File: config.mk
export PLATFORM = sky130hd
export DESIGN_NAME = cbz_front
export DESIGN_NICKNAME = d
export VERILOG_FILES = /design/src/rtl/core/assert_macros.svh /design/src/rtl/core/cbz_pkg.sv /design/src/rtl/core/cbz_front.sv
export SDC_FILE = /design/constraint.sdc
export NUM_CORES = 1
export LEC_CHECK = 0
export ABC_AREA = 1
export BUFFER_PORTS_ARGS = -buffer_cell sky130_fd_sc_hd__buf_2
export CAP_MARGIN = 40
export CORE_MARGIN = 1
export CORE_UTILIZATION = 55
export DETAILED_ROUTE_END_ITERATION = 16
export PLACE_DENSITY = 0.73
export REMOVE_ABC_BUFFERS = 1
export SLEW_MARGIN = 20
export SYNTH_ARGS = -nofsm -noshare
export SYNTH_HDL_FRONTEND = slang
export SYNTH_SLANG_ARGS = --single-unit
export TNS_END_PERCENT = 5
File: constraint.sdc
create_clock -name vclk -period 9.57
set_input_delay 1.4355 -clock vclk [all_inputs]
set_output_delay 1.4355 -clock vclk [all_outputs]
set_load 0.01 [all_outputs]
File: src/rtl/core/assert_macros.svh
// Assertion macros shared by the curve evaluator RTL.
`ifndef ASSERT_MACROS_SVH
`define ASSERT_MACROS_SVH

// Same-cycle implication, checked outside reset.
`define CBZ_ASSERT_IMP(name, clk, rst, ante, cons, msg) \
  name: assert property (@(posedge clk) disable iff (rst) (ante) |-> (cons)) \
    else $error(msg);

// Next-cycle implication, checked outside reset.
`define CBZ_ASSERT_NXT(name, clk, rst, ante, cons, msg) \
  name: assert property (@(posedge clk) disable iff (rst) (ante) |=> (cons)) \
    else $error(msg);

`endif

File: src/rtl/core/cbz_pkg.sv
// Shared constants and types of the cubic Bezier point evaluator.
`default_nettype none

package cbz_pkg;

  localparam int FRAC_BITS    = 16;
  localparam int Q_W          = FRAC_BITS + 1;
  localparam int COORD_WIDTH  = 16;
  localparam int POINT_W      = 3 * COORD_WIDTH;
  localparam int IDX_W        = 11;
  localparam int MAX_INTERVAL = 1024;
  localparam int TPROD_W      = IDX_W + Q_W;
  localparam int SQ_W         = 2 * Q_W;
  localparam int TRI_W        = 2 * Q_W + 2;
  localparam int PROD_W       = Q_W + 1 + COORD_WIDTH;
  localparam int ACC_W        = PROD_W + 2;
  localparam int QUEUE_DEPTH  = 4;
  localparam int QPTR_W       = $clog2(QUEUE_DEPTH);
  localparam int QCNT_W       = QPTR_W + 1;
  localparam int CFG_IDX_W    = 3;

  localparam logic [Q_W-1:0] ONE_Q  = {1'b1, {FRAC_BITS{1'b0}}};
  localparam logic [Q_W-1:0] HALF_Q = {2'b01, {(FRAC_BITS - 1){1'b0}}};

  localparam logic signed [COORD_WIDTH-1:0] FLAG_COORD = COORD_WIDTH'(-10000);

  localparam logic [IDX_W-1:0] INTERVAL_RESET = IDX_W'(200);
  localparam logic [Q_W-1:0]   STEP_RESET     = Q_W'(328);

  typedef enum logic [CFG_IDX_W-1:0] {
    REG_POINT_A        = 3'd0,
    REG_POINT_B        = 3'd1,
    REG_POINT_C        = 3'd2,
    REG_POINT_D        = 3'd3,
    REG_INTERVAL_COUNT = 3'd4,
    REG_STEP_FRACTION  = 3'd5
  } cfg_reg_t;

  // One classified request on its way from the front to the back.
  typedef struct packed {
    logic           out_of_range;
    logic [Q_W-1:0] t;
  } cbz_item_t;

  // Head of the queue as the back end sees it.
  typedef struct packed {
    logic      valid;
    cbz_item_t item;
  } cbz_head_t;

  typedef logic [3:0][POINT_W-1:0] cbz_points_t;

endpackage

`default_nettype wire

File: src/rtl/core/cbz_front.sv
// Front end: takes sample indices, flags out-of-range ones and forms t.
`default_nettype none

module cbz_front (
  input  wire logic [cbz_pkg::IDX_W-1:0] sample_index,
  input  wire logic [cbz_pkg::IDX_W-1:0] interval_count,
  input  wire logic [cbz_pkg::Q_W-1:0]   step_fraction,
  output cbz_pkg::cbz_item_t             item
);

  logic [cbz_pkg::TPROD_W-1:0] t_prod;
  logic [cbz_pkg::IDX_W-1:0]   limit;

  always_comb begin
    // Counts above the supported maximum behave as the maximum.
    if (interval_count > cbz_pkg::IDX_W'(cbz_pkg::MAX_INTERVAL)) begin
      limit = cbz_pkg::IDX_W'(cbz_pkg::MAX_INTERVAL);
    end else begin
      limit = interval_count;
    end
    t_prod = cbz_pkg::TPROD_W'(sample_index) * cbz_pkg::TPROD_W'(step_fraction);
    item.out_of_range = (sample_index > limit);
    if (t_prod > cbz_pkg::TPROD_W'(cbz_pkg::ONE_Q)) begin
      item.t = cbz_pkg::ONE_Q;
    end else begin
      item.t = t_prod[cbz_pkg::Q_W-1:0];
    end
  end

endmodule

`default_nettype wire

Word level (Yosys, flattened, before mapping):

Cells that the tools add are included.

* bits in registers: 0
* input port bits: 39

* multipliers: 1
* magnitude comparators: 3
* mux-type cells: 2

Operator list (number)
* $gt 28x17->1 const B: 1
* $mul 11x17->28: 1
* $mux 17: 1
* $gt 11x11->1: 1
* $gt 11x11->1 const B: 1
* $mux 11: 1

Logic depth before layout (Yosys ltp):

Gate-level depths: netlist (run 1).

* word-level depth: 3
* gate-level depth with buffers: 29
* gate-level depth less buffers: 26

Worst setup path after synthesis (run 1):

Ideal clock, no wire load.

* path type: input port to output port
* from: input sample_index[10] (netlist name)
* to: output item[10] (netlist name)
* data arrival time: 6503 ps
* path slack: 1632 ps
* stages: 27
* path through: clkbuf_1 -> clkbuf_1 -> nand2_1 -> fa_1 -> inv_1 -> fa_1 -> inv_1 -> fa_1 -> inv_1 -> fa_1 -> inv_1 -> fa_1 -> inv_1 -> ha_1 -> nand2_1 -> inv_1 -> nand2_1 -> nor3_1 -> nand2_1 -> nand2_1 -> nand2_1 -> nand2_1 -> nand3_1 -> nor2_2 -> nand3_2 -> buf_6 -> nor3_2

RTL lines
* from (decl): RTL line cbz_front.sv:5 `input wire logic [cbz_pkg::IDX_W-1:0] sample_index,`
* to (decl): RTL line cbz_front.sv:8 `output cbz_pkg::cbz_item_t item`

==> impl_metrics.env, run 1 <==
export IMPL_fmax_ghz=0.118
export IMPL_diodes=0
export IMPL_endpoint_kind="output port"
export IMPL_cts_resized=0
export IMPL_synth_compound_area_share_pct=2.68
export IMPL_grtUsageTotal_pct=26.5
export IMPL_yosys_area_share_simple_pct=28.2
export IMPL_drive_above_1_share_pct=8.90
export IMPL_hold_viol_final=0
export IMPL_drv_cap=0
export IMPL_ys_seq_area_share_pct=0
export IMPL_io_buffers=57
export IMPL_drc=0
export IMPL_start_kind="input pin"
export IMPL_fin_crit_sh_pct=88.2
export IMPL_via_count=6362
export IMPL_die_w_um=117
export IMPL_min_path_type="input pin to output port"
export IMPL_final_nets=1364
export IMPL_die_area_um2=13800
export IMPL_required_ns=8.13
export IMPL_seq_cells=0
export IMPL_ys_types=31
export IMPL_cts_hold_fix_buffers=0
export IMPL_synth_common_cells="354 x nand2_1, 303 x inv_1, 134 x fa_1"
export IMPL_crit_buf_inv=8
export IMPL_fillCellCount=1291
export IMPL_dp_hpwl_um=14200
export IMPL_relSlewSlack_pct=71.8
export IMPL_grt_max_degree=19
export IMPL_drt_iter0_drc=384
export IMPL_synthMostInstantiatedCell="nand2_1"
export IMPL_gp_congestion=0.927
export IMPL_antenna_found_initial=0
export IMPL_post_cts_buffers=0
export IMPL_seq_area_um2=0
export IMPL_rsz0062_at_grt="false"
export IMPL_syn_avg_cell_area_um2=6.67
export IMPL_synth_top_area_share_pct=36.6
export IMPL_synthAdderAreaFrac_pct=49.8
export IMPL_detail_route_wl_per_cell_um=13.0
export IMPL_dr_pass1_iters=5
export IMPL_grt_pass1_wl_um=30200
export IMPL_synth_area_um2=7320
export IMPL_cpMostUsedCell="nand2_1"
export IMPL_synthCells=1097
export IMPL_cpLargestDelayFamily="adder cells"
export IMPL_multi_input_area_um2=5950
export IMPL_crit_path_start="sample_index[10]"
export IMPL_slowest_delay_ns=0.55
export IMPL_area_delta_synth_final_pct=4.46
export IMPL_critPathMaxFanout=18
export IMPL_post_route_min_period_ns=8.44
export IMPL_synth_top_area_cell="fa_1"
export IMPL_grt_pass1_vias=6658
export IMPL_hold_start="step_fraction[0]"
export IMPL_setup_viol=0
export IMPL_status="complete, no violations"
export IMPL_totalWireLength_um=16700
export IMPL_slew_viol_final=0
export IMPL_nClkBuffers=0
export IMPL_ant_nets=0
export IMPL_synthMuxAreaShare_pct=0
export IMPL_start_util_pct=57.3
export IMPL_core_um2=12800
export IMPL_final_setup_tns_ns=0
export IMPL_synth_top_family_by_area="adder cells"
export IMPL_path_class="input pin to output port"
export IMPL_synth_warnings=0
export IMPL_num_rows=41
export IMPL_tightest_slew_ns=0.423
export IMPL_grt_ovfl_total=0
export IMPL_synth_xor_area_share_pct=0.598
export IMPL_crit_slowest_cell="fa_1"
export IMPL_critPathArrivalTime_ns=7.01
export IMPL_via_per_inst=4.95
export IMPL_io_pins=57
export IMPL_synth_area_leaders="fa_1 37%, nand2_1 18%, inv_1 16%"
export IMPL_die_y_um=117
[final timing paths]
| path | cells after the start | to |
|---|---|---|
| min | 4 | item[0] |
| max | 26 | item[0] |
[placed cells by master, fill, tap and decap left out, drive strengths merged]
cell type | netlist | layout
a21oi | 26 | 26
a21o | 1 | 1
nand3b | 9 | 9
or2 | 1 | 1
nor2 | 41 | 41
xnor2 | 4 | 4
and3 | 1 | 1
nor4 | 1 | 1
xor2 | 1 | 1
o21bai | 2 | 2
nand2 | 361 | 361
a21boi | 1 | 1
inv | 318 | 318
buf | 3 | 57
nor3 | 22 | 22
nor3b | 1 | 1
o22ai | 1 | 1
nand4 | 13 | 13
fa | 134 | 134
ha | 77 | 77
o21ai | 6 | 6
nand3 | 34 | 34
[per-stage QoR]
stage	utilization, %	setup WS, ns	cells	hold slack [ns]	cell area, um2
floorplan	-	2.04	1055	3.00	7150
global placement	59.9	1.31	1284	3.36	7650
detailed placement	59.9	1.15	1284	3.36	7650
CTS	59.9	1.13	1284	3.36	7650
global route	59.9	0.708	1284	3.41	7650
finish	59.9	1.13	1284	3.36	7650
[cell families (layout without fill, tap and decap cells)]
group,Yosys count,count (layout)
simple gates,484,484
buf+inv,360,375
fa+ha+maj,211,211
compound gates,37,37
xor+xnor,5,5
[final cells by class]
class,count,share of cell area [%]
inverter,318,15.6
multi-input combinational,737,77.8
tap,172,2.81
timing repair buffer,57,3.73
[per-layer routing]
metal / GRT usage, % / vias up / wire length, um
met5: 0 / - / 0
met4: 6.01 / 0 / 397
met3: 0.632 / 30 / 611
met2: 49.7 / 147 / 8520
met1: 33.7 / 2997 / 7180
li1: - / 3188 / -
[tightest hold or removal path, stage by stage]
cell	delay, ns
buf_2	0.18
nand2_1	0.11
nor3_1	0.06
buf_2	0.13
Power of run 1 is left out: the tool's default activity adds up to more than one toggle a clock period on the data nets, which glitch-free logic cannot reach.
==> inputs of run 2 (changes only) <==
Settings changed: PLACE_DENSITY 0.73 to 0.74.
==> run 2 against run 1 <==
  * Non-clock buffer count unchanged
  * Worst setup slack improved by 0.11 ns
  * Design area did not move
  * Sequential share of layout area unchanged
  * Global-route usage decreased by 0.25 points
  * Hold slack better by 0.0039 ns
  * First-iteration DRC count is 17% lower
  * Core utilization unchanged
  * Largest cell class unchanged
==> impl_metrics.env, run 2 (synthesis results as in run 1) <==
export IMPL_status="complete, no violations"
export IMPL_drc=0
export IMPL_via_count=6510
export IMPL_layout_common_cells="354 x nand2_1, 303 x inv_1, 134 x fa_1"
export IMPL_relSlewSlack_pct=71.2
export IMPL_final_nets=1364
export IMPL_rsz0062_at_grt="false"
export IMPL_core_um2=12800
export IMPL_grtUsageTotal_pct=26.2
export IMPL_critPathArrivalTime_ns=6.90
export IMPL_via_per_inst=5.07
export IMPL_tightest_slew_ns=0.433
export IMPL_final_setup_tns_ns=0
export IMPL_seq_area_um2=0
export IMPL_die_w_um=117
export IMPL_grt_ovfl_total=0
export IMPL_hold_start="step_fraction[0]"
export IMPL_io_pins=57
export IMPL_die_y_um=117
export IMPL_cts_resized=0
export IMPL_area_delta_synth_final_pct=4.46
export IMPL_critPathMaxFanout=18
export IMPL_drv_cap=0
export IMPL_setup_viol=0
export IMPL_seq_cells=0
export IMPL_detail_route_wl_per_cell_um=13.0
export IMPL_drt_iter0_drc=318
export IMPL_mostFrequentLayoutCell="nand2_1"
export IMPL_start_util_pct=57.3
export IMPL_antenna_found_initial=0
export IMPL_io_buffers=57
export IMPL_slew_viol_final=0
export IMPL_hold_viol_final=0
export IMPL_num_rows=41
export IMPL_fmax_ghz=0.120
export IMPL_required_ns=8.13
export IMPL_die_area_um2=13800
export IMPL_dp_hpwl_um=14200
export IMPL_grt_max_degree=19
export IMPL_fin_crit_sh_pct=87.1
export IMPL_dr_pass1_iters=6
export IMPL_gp_congestion=0.919
export IMPL_start_kind="input pin"
export IMPL_min_path_type="input pin to output port"
export IMPL_totalWireLength_um=16700
export IMPL_min_to="item[0]"
export IMPL_grt_pass1_wl_um=30100
export IMPL_dp_worst_setup_slack_ns=1.24
export IMPL_worst_slack_ns=1.24
export IMPL_stdcell_count=1284
export IMPL_cts_hold_fix_buffers=0
export IMPL_hold_depth=4
export IMPL_endpoint_kind="output port"
export IMPL_post_route_min_period_ns=8.33
export IMPL_post_cts_buffers=0
export IMPL_nClkBuffers=0
export IMPL_drive_above_1_share_pct=8.90
export IMPL_diodes=0
export IMPL_grt_pass1_vias=6744
export IMPL_numPlacedInstances=1284
export IMPL_ant_nets=0
export IMPL_path_class="input pin to output port"
## run 2: layout make-up
class	count	area [um2]
Tap cell	172	215
Multi-Input combinational cell	737	5950
Fill cell	1259	5130
Inverter	318	1190
Timing Repair Buffer	57	285
## run 2: worst max-delay path by stage
stage	startpoint	endpoint	slack, ns	depth (start not counted)
after floorplan	step_fraction[8]	item[0]	2.04	24
after global placement	sample_index[10]	item[2]	1.34	26
after detailed placement	sample_index[10]	item[2]	1.24	26
after CTS	sample_index[10]	item[2]	1.23	26
after global routing	sample_index[10]	item[4]	0.77	26
final	sample_index[10]	item[2]	1.24	26
## run 2: metal layers
| metal | share of wire, % | track usage [%] | up-vias |
|---|---|---|---|
| li1 | - | - | 3180 |
| met1 | 42 | 33.0 | 3114 |
| met2 | 51 | 49.4 | 189 |
| met3 | 4.5 | 1.56 | 27 |
| met4 | 1.7 | 4.79 | 0 |
| met5 | 0 | 0 | - |
## run 2: through the flow
| stage | cell area [um2] | utilization [%] | hold WS (ns) |
|---|---|---|---|
| finish | 7650 | 59.9 | 3.36 |
| global route | 7650 | 59.9 | 3.40 |
| CTS | 7650 | 59.9 | 3.37 |
| detailed placement | 7650 | 59.9 | 3.37 |
| global placement | 7650 | 59.9 | 3.37 |
| floorplan | 7150 | - | 3.00 |
## run 2: worst max-delay path, stage by stage
cell and delay, ns:
buf_2 0.33, nand2_1 0.14, fa_1 0.55, inv_1 0.05
fa_1 0.53, inv_1 0.05, fa_1 0.52, inv_1 0.05
fa_1 0.53, inv_1 0.05, fa_1 0.53, inv_1 0.05
ha_1 0.34, nand2_1 0.07, inv_1 0.08, nand2_1 0.09
nor3_1 0.24, nand2_1 0.11, nand2_1 0.07, nand2_1 0.04
nand2_1 0.06, nand3_1 0.11, nor2_2 0.12, nand3_2 0.32
nor3_1 0.24, buf_2 0.17
Power of run 2 is left out for the same reason.
