`config.mk`:
```
export PLATFORM = sky130hd
export DESIGN_NAME = cbz_queue
export DESIGN_NICKNAME = d
export VERILOG_FILES = /design/src/rtl/core/cbz_pkg.sv /design/src/rtl/core/cbz_queue.sv
export VERILOG_INCLUDE_DIRS = /design/src /design/src/rtl/core
export SDC_FILE = /design/constraint.sdc
export NUM_CORES = 1
export LEC_CHECK = 0
export BUFFER_PORTS_ARGS = -buffer_cell sky130_fd_sc_hd__buf_2
export CAP_MARGIN = 40
export CORE_MARGIN = 2
export CORE_UTILIZATION = 45
export DETAILED_ROUTE_END_ITERATION = 16
export PLACE_DENSITY_LB_ADDON = 0.12
export SYNTH_ARGS = -nofsm -noshare
export SYNTH_HDL_FRONTEND = slang
export SYNTH_SLANG_ARGS = --single-unit
```
`constraint.sdc`:
```
create_clock -name clk -period 3.4 [get_ports clk]
set_input_delay 1.02 -clock clk [delete_from_list [all_inputs] [get_ports clk]]
set_output_delay 1.02 -clock clk [all_outputs]
set_load 0.05 [all_outputs]
```
`src/rtl/core/assert_macros.svh`:
```
// Assertion macros shared by the curve evaluator RTL.
`ifndef ASSERT_MACROS_SVH
`define ASSERT_MACROS_SVH

// Same-cycle implication, checked outside reset.
`define CBZ_ASSERT_IMP(name, clk, rst, ante, cons, msg) \
  name: assert property (@(posedge clk) disable iff (rst) (ante) |-> (cons)) \
    else $error(msg);

// Next-cycle implication, checked outside reset.
`define CBZ_ASSERT_NXT(name, clk, rst, ante, cons, msg) \
  name: assert property (@(posedge clk) disable iff (rst) (ante) |=> (cons)) \
    else $error(msg);

`endif

```
`src/rtl/core/cbz_pkg.sv`:
```
// Shared constants and types of the cubic Bezier point evaluator.
`default_nettype none

package cbz_pkg;

  localparam int FRAC_BITS    = 16;
  localparam int Q_W          = FRAC_BITS + 1;
  localparam int COORD_WIDTH  = 16;
  localparam int POINT_W      = 3 * COORD_WIDTH;
  localparam int IDX_W        = 11;
  localparam int MAX_INTERVAL = 1024;
  localparam int TPROD_W      = IDX_W + Q_W;
  localparam int SQ_W         = 2 * Q_W;
  localparam int TRI_W        = 2 * Q_W + 2;
  localparam int PROD_W       = Q_W + 1 + COORD_WIDTH;
  localparam int ACC_W        = PROD_W + 2;
  localparam int QUEUE_DEPTH  = 4;
  localparam int QPTR_W       = $clog2(QUEUE_DEPTH);
  localparam int QCNT_W       = QPTR_W + 1;
  localparam int CFG_IDX_W    = 3;

  localparam logic [Q_W-1:0] ONE_Q  = {1'b1, {FRAC_BITS{1'b0}}};
  localparam logic [Q_W-1:0] HALF_Q = {2'b01, {(FRAC_BITS - 1){1'b0}}};

  localparam logic signed [COORD_WIDTH-1:0] FLAG_COORD = COORD_WIDTH'(-10000);

  localparam logic [IDX_W-1:0] INTERVAL_RESET = IDX_W'(200);
  localparam logic [Q_W-1:0]   STEP_RESET     = Q_W'(328);

  typedef enum logic [CFG_IDX_W-1:0] {
    REG_POINT_A        = 3'd0,
    REG_POINT_B        = 3'd1,
    REG_POINT_C        = 3'd2,
    REG_POINT_D        = 3'd3,
    REG_INTERVAL_COUNT = 3'd4,
    REG_STEP_FRACTION  = 3'd5
  } cfg_reg_t;

  // One classified request on its way from the front to the back.
  typedef struct packed {
    logic           out_of_range;
    logic [Q_W-1:0] t;
  } cbz_item_t;

  // Head of the queue as the back end sees it.
  typedef struct packed {
    logic      valid;
    cbz_item_t item;
  } cbz_head_t;

  typedef logic [3:0][POINT_W-1:0] cbz_points_t;

endpackage

`default_nettype wire

```
`src/rtl/core/cbz_queue.sv`:
```
// Short queue that decouples the front end from the evaluation pipeline.
`default_nettype none
`include "assert_macros.svh"

module cbz_queue (
  input  wire logic           clk,
  input  wire logic           rst,
  input  wire logic           push,
  input  wire cbz_pkg::cbz_item_t push_item,
  output logic                full,
  input  wire logic           pop,
  output cbz_pkg::cbz_head_t  head
);

  cbz_pkg::cbz_item_t mem [cbz_pkg::QUEUE_DEPTH];

  logic [cbz_pkg::QPTR_W-1:0] wr_ptr;
  logic [cbz_pkg::QPTR_W-1:0] rd_ptr;
  logic [cbz_pkg::QCNT_W-1:0] count;
  logic                       push_ok;
  logic                       pop_ok;

  assign full    = (count == cbz_pkg::QCNT_W'(cbz_pkg::QUEUE_DEPTH));
  assign push_ok = push && !full;
  assign pop_ok  = pop && (count != '0);

  assign head.valid = (count != '0);
  assign head.item  = mem[rd_ptr];

  always_ff @(posedge clk) begin
    if (push_ok) begin
      mem[wr_ptr] <= push_item;
    end
  end

  always_ff @(posedge clk) begin
    if (rst) begin
      wr_ptr <= '0;
      rd_ptr <= '0;
      count  <= '0;
    end else begin
      if (push_ok) begin
        wr_ptr <= wr_ptr + 1'b1;
      end
      if (pop_ok) begin
        rd_ptr <= rd_ptr + 1'b1;
      end
      if (push_ok && !pop_ok) begin
        count <= count + 1'b1;
      end else if (pop_ok && !push_ok) begin
        count <= count - 1'b1;
      end
    end
  end

  `CBZ_ASSERT_IMP(a_count_bound, clk, rst, 1'b1,
    count <= cbz_pkg::QCNT_W'(cbz_pkg::QUEUE_DEPTH), "queue count beyond depth")
  `CBZ_ASSERT_NXT(a_push_grows, clk, rst, push_ok && !pop_ok,
    count == $past(count) + 1'b1, "push without pop did not grow the queue")

endmodule

`default_nettype wire

```
# After elaboration in Yosys (flattened, before gate mapping)
# Memories as Yosys holds them, arrays and structs flattened. A register that Yosys moved wholly into a read port is not among the register bits.
# Cells that the tools add are included.
# totals
memories	1
mem_bits_rw	72
in_bits	22
regBits	7
output_inout_bits	20
word_cells	24
# classes
add_sub_neg	4
muxes	6
eq_ne	1
n_reduce_logical	9
# memory_table
memory	depth	word_bits	rd	rd_ports_with_merged_regs	wr	line	source
mem	4	18	1	1	1	cbz_queue.sv:15	cbz_pkg::cbz_item_t mem [cbz_pkg::QUEUE_DEPTH];
# ops
cell	count
$mux 3	2
$add 2x1->2 const B	2
$logic_and 1x1->1	4
$mux 2	2
$add 3x1->3 const B	1
$eq 3x3->1 const B	1
$logic_not 1->1	3
$reduce_bool 3->1	1
$sub 3x1->3 const B	1
$mux 1	2
$reduce_bool 2->1	1

# Depth between registers and ports, before layout
# Gate-level depths: netlist (run 1).
# depth
depth_word	7
mapped_depth	8
ltp_nobuf	8

# Worst setup path before layout (run 1)
# OpenSTA, ideal clock, no wires.
# synth_timing
path_type	input-to-reg
from	input push
to	register count[2] (netlist name)
t_required_ns	3.330
cell_stages	8
setup_slack_ns	0.913
n_path_buf	0
setup_ns	0.070
t_arrival_ns	2.417
path_cell_list	inv_1 -> nor2_2 -> ha_1 -> inv_1 -> fa_1 -> xor2_1 -> or3_1 -> a21oi_1
# synth_via
elab_chain_cells	4
word_cells_on_any_way	6
classes_between	mux (1); reduce/logical (5)
# synth_rtl
item	line	source
start, declared	cbz_queue.sv:8	input wire logic push,
$logic_and 1x1->1 (*)	cbz_queue.sv:24	assign push_ok = push && !full;
named net push_ok	cbz_queue.sv:20	logic push_ok;
$logic_not 1->1	cbz_queue.sv:50	end else if (pop_ok && !push_ok) begin
$logic_and 1x1->1	cbz_queue.sv:50	
$reduce_bool 2->1 (no line)	--	
end signal, assigned	cbz_queue.sv:49	count <= count + 1'b1;
end signal, assigned	cbz_queue.sv:51	count <= count - 1'b1;
end, declared	cbz_queue.sv:19	logic [cbz_pkg::QCNT_W-1:0] count;
# The timed path passes the listed nets; every way through them passes the cells marked *.
# A chain may end at the register's enable or synchronous reset.

==> flow_summary.ini, run 1 <==
[layout]
layout.nets = 223
antennaDiodeCount = 0
drive_gt1_share_pct = 41.7
synthToLayoutAreaGrowth_pct = 16.9
final_cells = 279
n_fill_cell = 539
utilization_pct = 53.6

[logic_synthesis]
yosysTopAreaCell = edfxtp_1
synth_flop_cell = edfxtp_1
yosys.cell_types.count = 22
synth_nets = 170
synth_top_cells_by_count = edfxtp_1 (72), mux4_2 (18), dfxtp_1 (9)
synthArstFlopShare_pct = 0
synth.most_common_cell = edfxtp_1
avgSynthCellArea_um2 = 21.7
synth_edf_count = 72
yosysSeqAreaShare_pct = 76.0
yosysTopAreaCellShare_pct = 70.2
ys_ff_latch = 81
syn_area_um2 = 3080
synthCells = 142
ys_warn_count = 0
synthTopCellsByArea = edfxtp_1 (70%), mux4_2 (13%), dfxtp_1 (5.8%)

[setup_path]
cp.arrival_ps = 1790
path_cells = buf_4 > mux4_2 > buf_2
crit_required_ps = 2380
crit_buf_inv = 2
critPathTopFamily = buffers and inverters
worst-path-max-fanout = 18
critPathKind = reg -> out
max_stage_delay_ps = 570
cp_slowest_cell = mux4_2
worstSetupEndpointType = primary output
cp-start-kind = flip-flop

[drt]
finalWirelength_um = 4830
drtIter0Drc = 48
drcViolationCount = 0
postRouteAntennaNets = 0
vias = 1466
drt_pass1_iterations = 4
wl_per_cell_um = 17.3
vias_per_cell = 5.25

[clocking]
post_cts_buffers = 0
clk_latency_ps = 340
clock_path_buffers = 2
ctsHoldBuffers = 0
clockRootBuffer = clkbuf_8
cts_tree = done
cts_sinks = 81
clkSlewWorstSetupHoldPaths_ps = 80
cts_buffers = 9
ctsHtreeMaxLevel = 3
post_cts_resize_count = 0

[floorplan]
start_util_pct = 45.8
dieArea_um2 = 7520
io_pins = 42
die_w_um = 86.7
die_y_um = 86.7
core_um2 = 6720
fp-row-count = 30

[global_routing]
grt_overflow = 0
grt_max_degree = 19
antenna_found_initial = 0
grt_pass1_vias = 1545
groute.usage.overall_pct = 14.4
grt_pass1_wl_um = 7740

[place]
numPortBuffers = 41
dp.final_hpwl_um = 3180
routabilityCongestion = 0.731
dp.cells = 264

[sta]
min_period_ps = 2810
rsz0062_at_grt = no
max_freq_ghz = 0.356
drv_slew = 0
fin_skew_ps = 9.95
whs_ps = 528
final_hold_viol_count = 0
finalSetupViolations = 0
tightest_slew_ps = 502
maxSlewHeadroom_pct = 66.5
setup_tns_ps = 0
finalCritPeriodShare_pct = 82.6

[hold_path]
hold_class = reg -> reg

[run]
cap_violations = 0

[outcome]
status = complete, no violations

[power_and_ir_drop]
ir_worst_vdd_mv = 0.399
power_leakage_uw = 0.00127
power.total_uw = 2960
p_per_area_nw_per_um2 = 823
path summary, 6_finish.rpt:
kind,slack (ps),from,cells after the start,to
worst max-delay path,590,flip-flop,3,head[3]
worst min-delay path,530,wr_ptr[0],2,wr_ptr[0]
worst min register to register,530,wr_ptr[0],2,wr_ptr[0]
worst max register to register,1230,count[0],8,count[2]
cells by family after synthesis:
logic type	count (synthesis)	synth area share, %
AOI/OAI and AO/OA	6	1.34
DFF	81	76.0
muxes	20	13.8
adders and majority gates	6	2.68
buffers and inverters	9	1.95
and+or+nand+nor	16	3.05
xor gates and xnor gates	4	1.14
report_power, final:
group / leakage [uW] / total [uW] / internal [uW] / switching, uW
Combinational: 0.000426 / 970 / 316 / 654
Sequential: 0.000734 / 1250 / 1200 / 48.2
Clock: 0.000110 / 743 / 413 / 330
Total: 0.00127 / 2960 / 1930 / 1030
placed cells by master, fill, tap and decap left out:
master and n:
buf_2 41, mux2i_1 2, edfxtp_1 72, clkbuf_8 9, bufinv_16 2, o21ai_0 2
and2_1 4, inv_6 1, nor3b_2 1, fa_1 1, buf_4 6, nand2b_1 2
ha_1 5, mux4_2 18, xor2_1 4, nor2_2 1, inv_1 4, o31ai_2 1
o311ai_1 1, a21oi_1 2, or3_1 3, nor2_1 5, clkinv_2 1, dfxtp_1 9
clkinv_4 2
per-layer routing:
metal	vias up	GRT usage (%)	routed length, um
met4	0	5.54	73
met5	-	0	0
met2	33	24.0	2540
met1	751	17.1	1980
met3	9	5.43	245
li1	673	-	-
worst register-to-register path, stage by stage (launching register included):
cell     delay [ps]
dfxtp_1         480
nor3b_2         110
nor2_2          230
ha_1            230
inv_1            60
fa_1            380
xor2_1          160
or3_1           310
a21oi_1         140
state kept, by name (all words and copies together) (netlist names), named ones only:
| name | cells |
|---|---|
| mem | 72 |
| wr_ptr | 2 |
| count | 3 |
| rd_ptr | 2 |
per-stage QoR:
step                      setup slack, ps  instance area [um^2]
final                                 590                  3600
after CTS                             543                  3600
after global routing                  490                  3600
after floorplan                       913                  3080
after detailed placement              668                  3390
after global placement                777                  3390
cell type report:
class	count	area [um^2]	share of cell area [%]
multi-input combinational	52	678	18.8
sequential	81	2340	65.0
tap	80	100	2.78
clock inverter	6	91.3	2.54
clock buffer	9	124	3.44
inverter	4	15.0	0.417
timing repair buffer	47	250	6.95
Note: power is estimated with default switching activity, not from simulation.
==> run 2, diff against run 1 <==
==> constraint.sdc (replaced) <==
create_clock -name clk -period 2.3 [get_ports clk]
set_input_delay 0.69 -clock clk [delete_from_list [all_inputs] [get_ports clk]]
set_output_delay 0.69 -clock clk [all_outputs]
set_load 0.05 [all_outputs]
==> run 2 against run 1 <==
- flip-flop and latch count unchanged
- worst hold slack improved by 3.2 ps
- final cell count is 1.8% higher
- sequential share of layout area shrank 4.2 points
- core utilization grew 3.8 points
- routed wire length up 2.9%
- sequential power rose by 50%
- combinational power is 81% higher
- total power is 69% higher
- clock-buffer cell count unchanged
==> flow_summary.ini, run 2 (synthesis gave the netlist of run 1 again) <==
[power_and_ir_drop]
internal_power_uw = 3370
power_leakage_uw = 0.00137
power.total_uw = 5000
p_per_area_nw_per_um2 = 1300
power_switching_uw = 1620
ir_worst_vdd_mv = 0.702
p_clk_share_pct = 27.2
power.share.sequential_pct = 37.6
p_sw_share_pct = 32.5
comb_power_share_pct = 35.3

[global_routing]
grt_pass1_vias = 1553
grt_pass1_wl_um = 7850
groute.usage.overall_pct = 14.7
grt_max_degree = 19
grt_overflow = 0
antenna_found_initial = 0

[place]
dp.cells = 267
numPortBuffers = 41
dp.final_hpwl_um = 3120
routabilityCongestion = 0.625

[sta]
fin_skew_ps = 10.0
min_period_ps = 2290
maxSlewHeadroom_pct = 78.8
setup_tns_ps = 0
finalSetupViolations = 0
drv_slew = 0
final_hold_viol_count = 0
tightest_slew_ps = 314
rsz0062_at_grt = yes
finalCritPeriodShare_pct = 99.7
max_freq_ghz = 0.436

[drt]
drtIter0Drc = 78
postRouteAntennaNets = 0
wl_per_cell_um = 17.5
vias_per_cell = 5.11
finalWirelength_um = 4980
drt_pass1_iterations = 4
vias = 1452
drcViolationCount = 0

[layout]
regArea_um2 = 2350
regMostFlops = mem
final_common_cell = edfxtp_1
final_cells = 284
n_fill_cell = 499
synthToLayoutAreaGrowth_pct = 25.1
largest_register_ffs = 72
multi_input_area_um2 = 684
final_cell_mix = edfxtp_1 (72), buf_2 (23), mux4_2 (18), buf_6 (18), clkbuf_8 (9)
drive_gt1_share_pct = 43.6
antennaDiodeCount = 0
layout.nets = 227
utilization_pct = 57.4
top_regs = mem (72), count (3)

[clocking]
cts_buffers = 9
ctsHoldBuffers = 0
ctsHtreeMaxLevel = 3
clkSlewWorstSetupHoldPaths_ps = 80
cts_tree = done
clk_latency_ps = 340
cts_sinks = 81
clock_path_buffers = 2
clockRootBuffer = clkbuf_8
post_cts_buffers = 0

[floorplan]
core_um2 = 6720
die_y_um = 86.7
die_w_um = 86.7
fp-row-count = 30
io_pins = 42
dieArea_um2 = 7520
start_util_pct = 45.8

[setup_path]
crit_buf_inv = 2
critPathTopFamily = multiplexers
cp.arrival_ps = 1600
worst-path-max-fanout = 5
cp-start-kind = flip-flop
cp_slowest_cell = mux4_2
crit_required_ps = 1610
critPathKind = reg -> out
path_cells = clkbuf_16 > mux4_2 > buf_6
worstSetupEndpointType = primary output
max_stage_delay_ps = 520

[outcome]
status = complete, no violations

[hold_path]
hold_class = reg -> reg

[run]
cap_violations = 0
[run 2: cell count changes in the layout (fill, tap and decap cells not counted), moves of 2 or more]
cell,delta
buf_12,+2
clkinv_4,-2
bufinv_16,+2
buf_2,-18
buf_6,+18
[run 2: worst register-to-register path, cell delays in order (launching register included)]
cell and delay, ps:
dfxtp_1 400, o31ai_2 330, ha_1 240, inv_1 70
fa_1 390, xor2_1 160, or3_1 310, a21oi_1 150
[run 2: layout make-up]
cell class	count	share of cell area [%]
sequential	81	60.9
multi-input combinational	52	17.8
timing repair buffer	51	11.3
clock inverter	7	3.86
clock buffer	9	3.21
tap	80	2.60
inverter	4	0.390
[run 2: repair_timing]
action,4_1_cts,5_1_grt
resized for setup,26,15
cloned,0,1
endpoints found under the setup margin,18,18
pin swaps,0,0
[run 2: power groups by stage]
stage,clock (uW),combinational [uW],sequential [uW]
final,1360,1760,1880
after global routing,1460,1870,1900
after CTS,1390,1650,1860
after detailed placement,0,1510,1890
after global placement,0,1490,1880
after floorplan,0,1210,1870
[run 2: metal layers]
layer	track usage, %	share of wire (%)	vias to the layer above
li1	-	-	684
met3	4.48	3.2	6
met1	17.3	41	726
met5	0	0	-
met4	7.24	1.2	0
met2	24.5	54	36
[run 2: final timing paths]
path | cells past startpoint | slack (ps) | start | to
worst min register to register | 2 | 530 | rd_ptr[1] | rd_ptr[1]
worst max-delay path | 3 | 8 | flip-flop | head[7]
worst max register to register | 7 | 180 | count[1] | count[2]
worst min-delay path | 2 | 530 | rd_ptr[1] | rd_ptr[1]
[run 2: metrics by stage]
step	hold WS [ps]	worst slack, ps	instance area, um^2
floorplan	482	144	3090
global placement	494	126	3430
detailed placement	521	-9.01	3430
CTS	535	-24.2	3770
global route	527	-48.8	3850
finish	531	7.86	3850
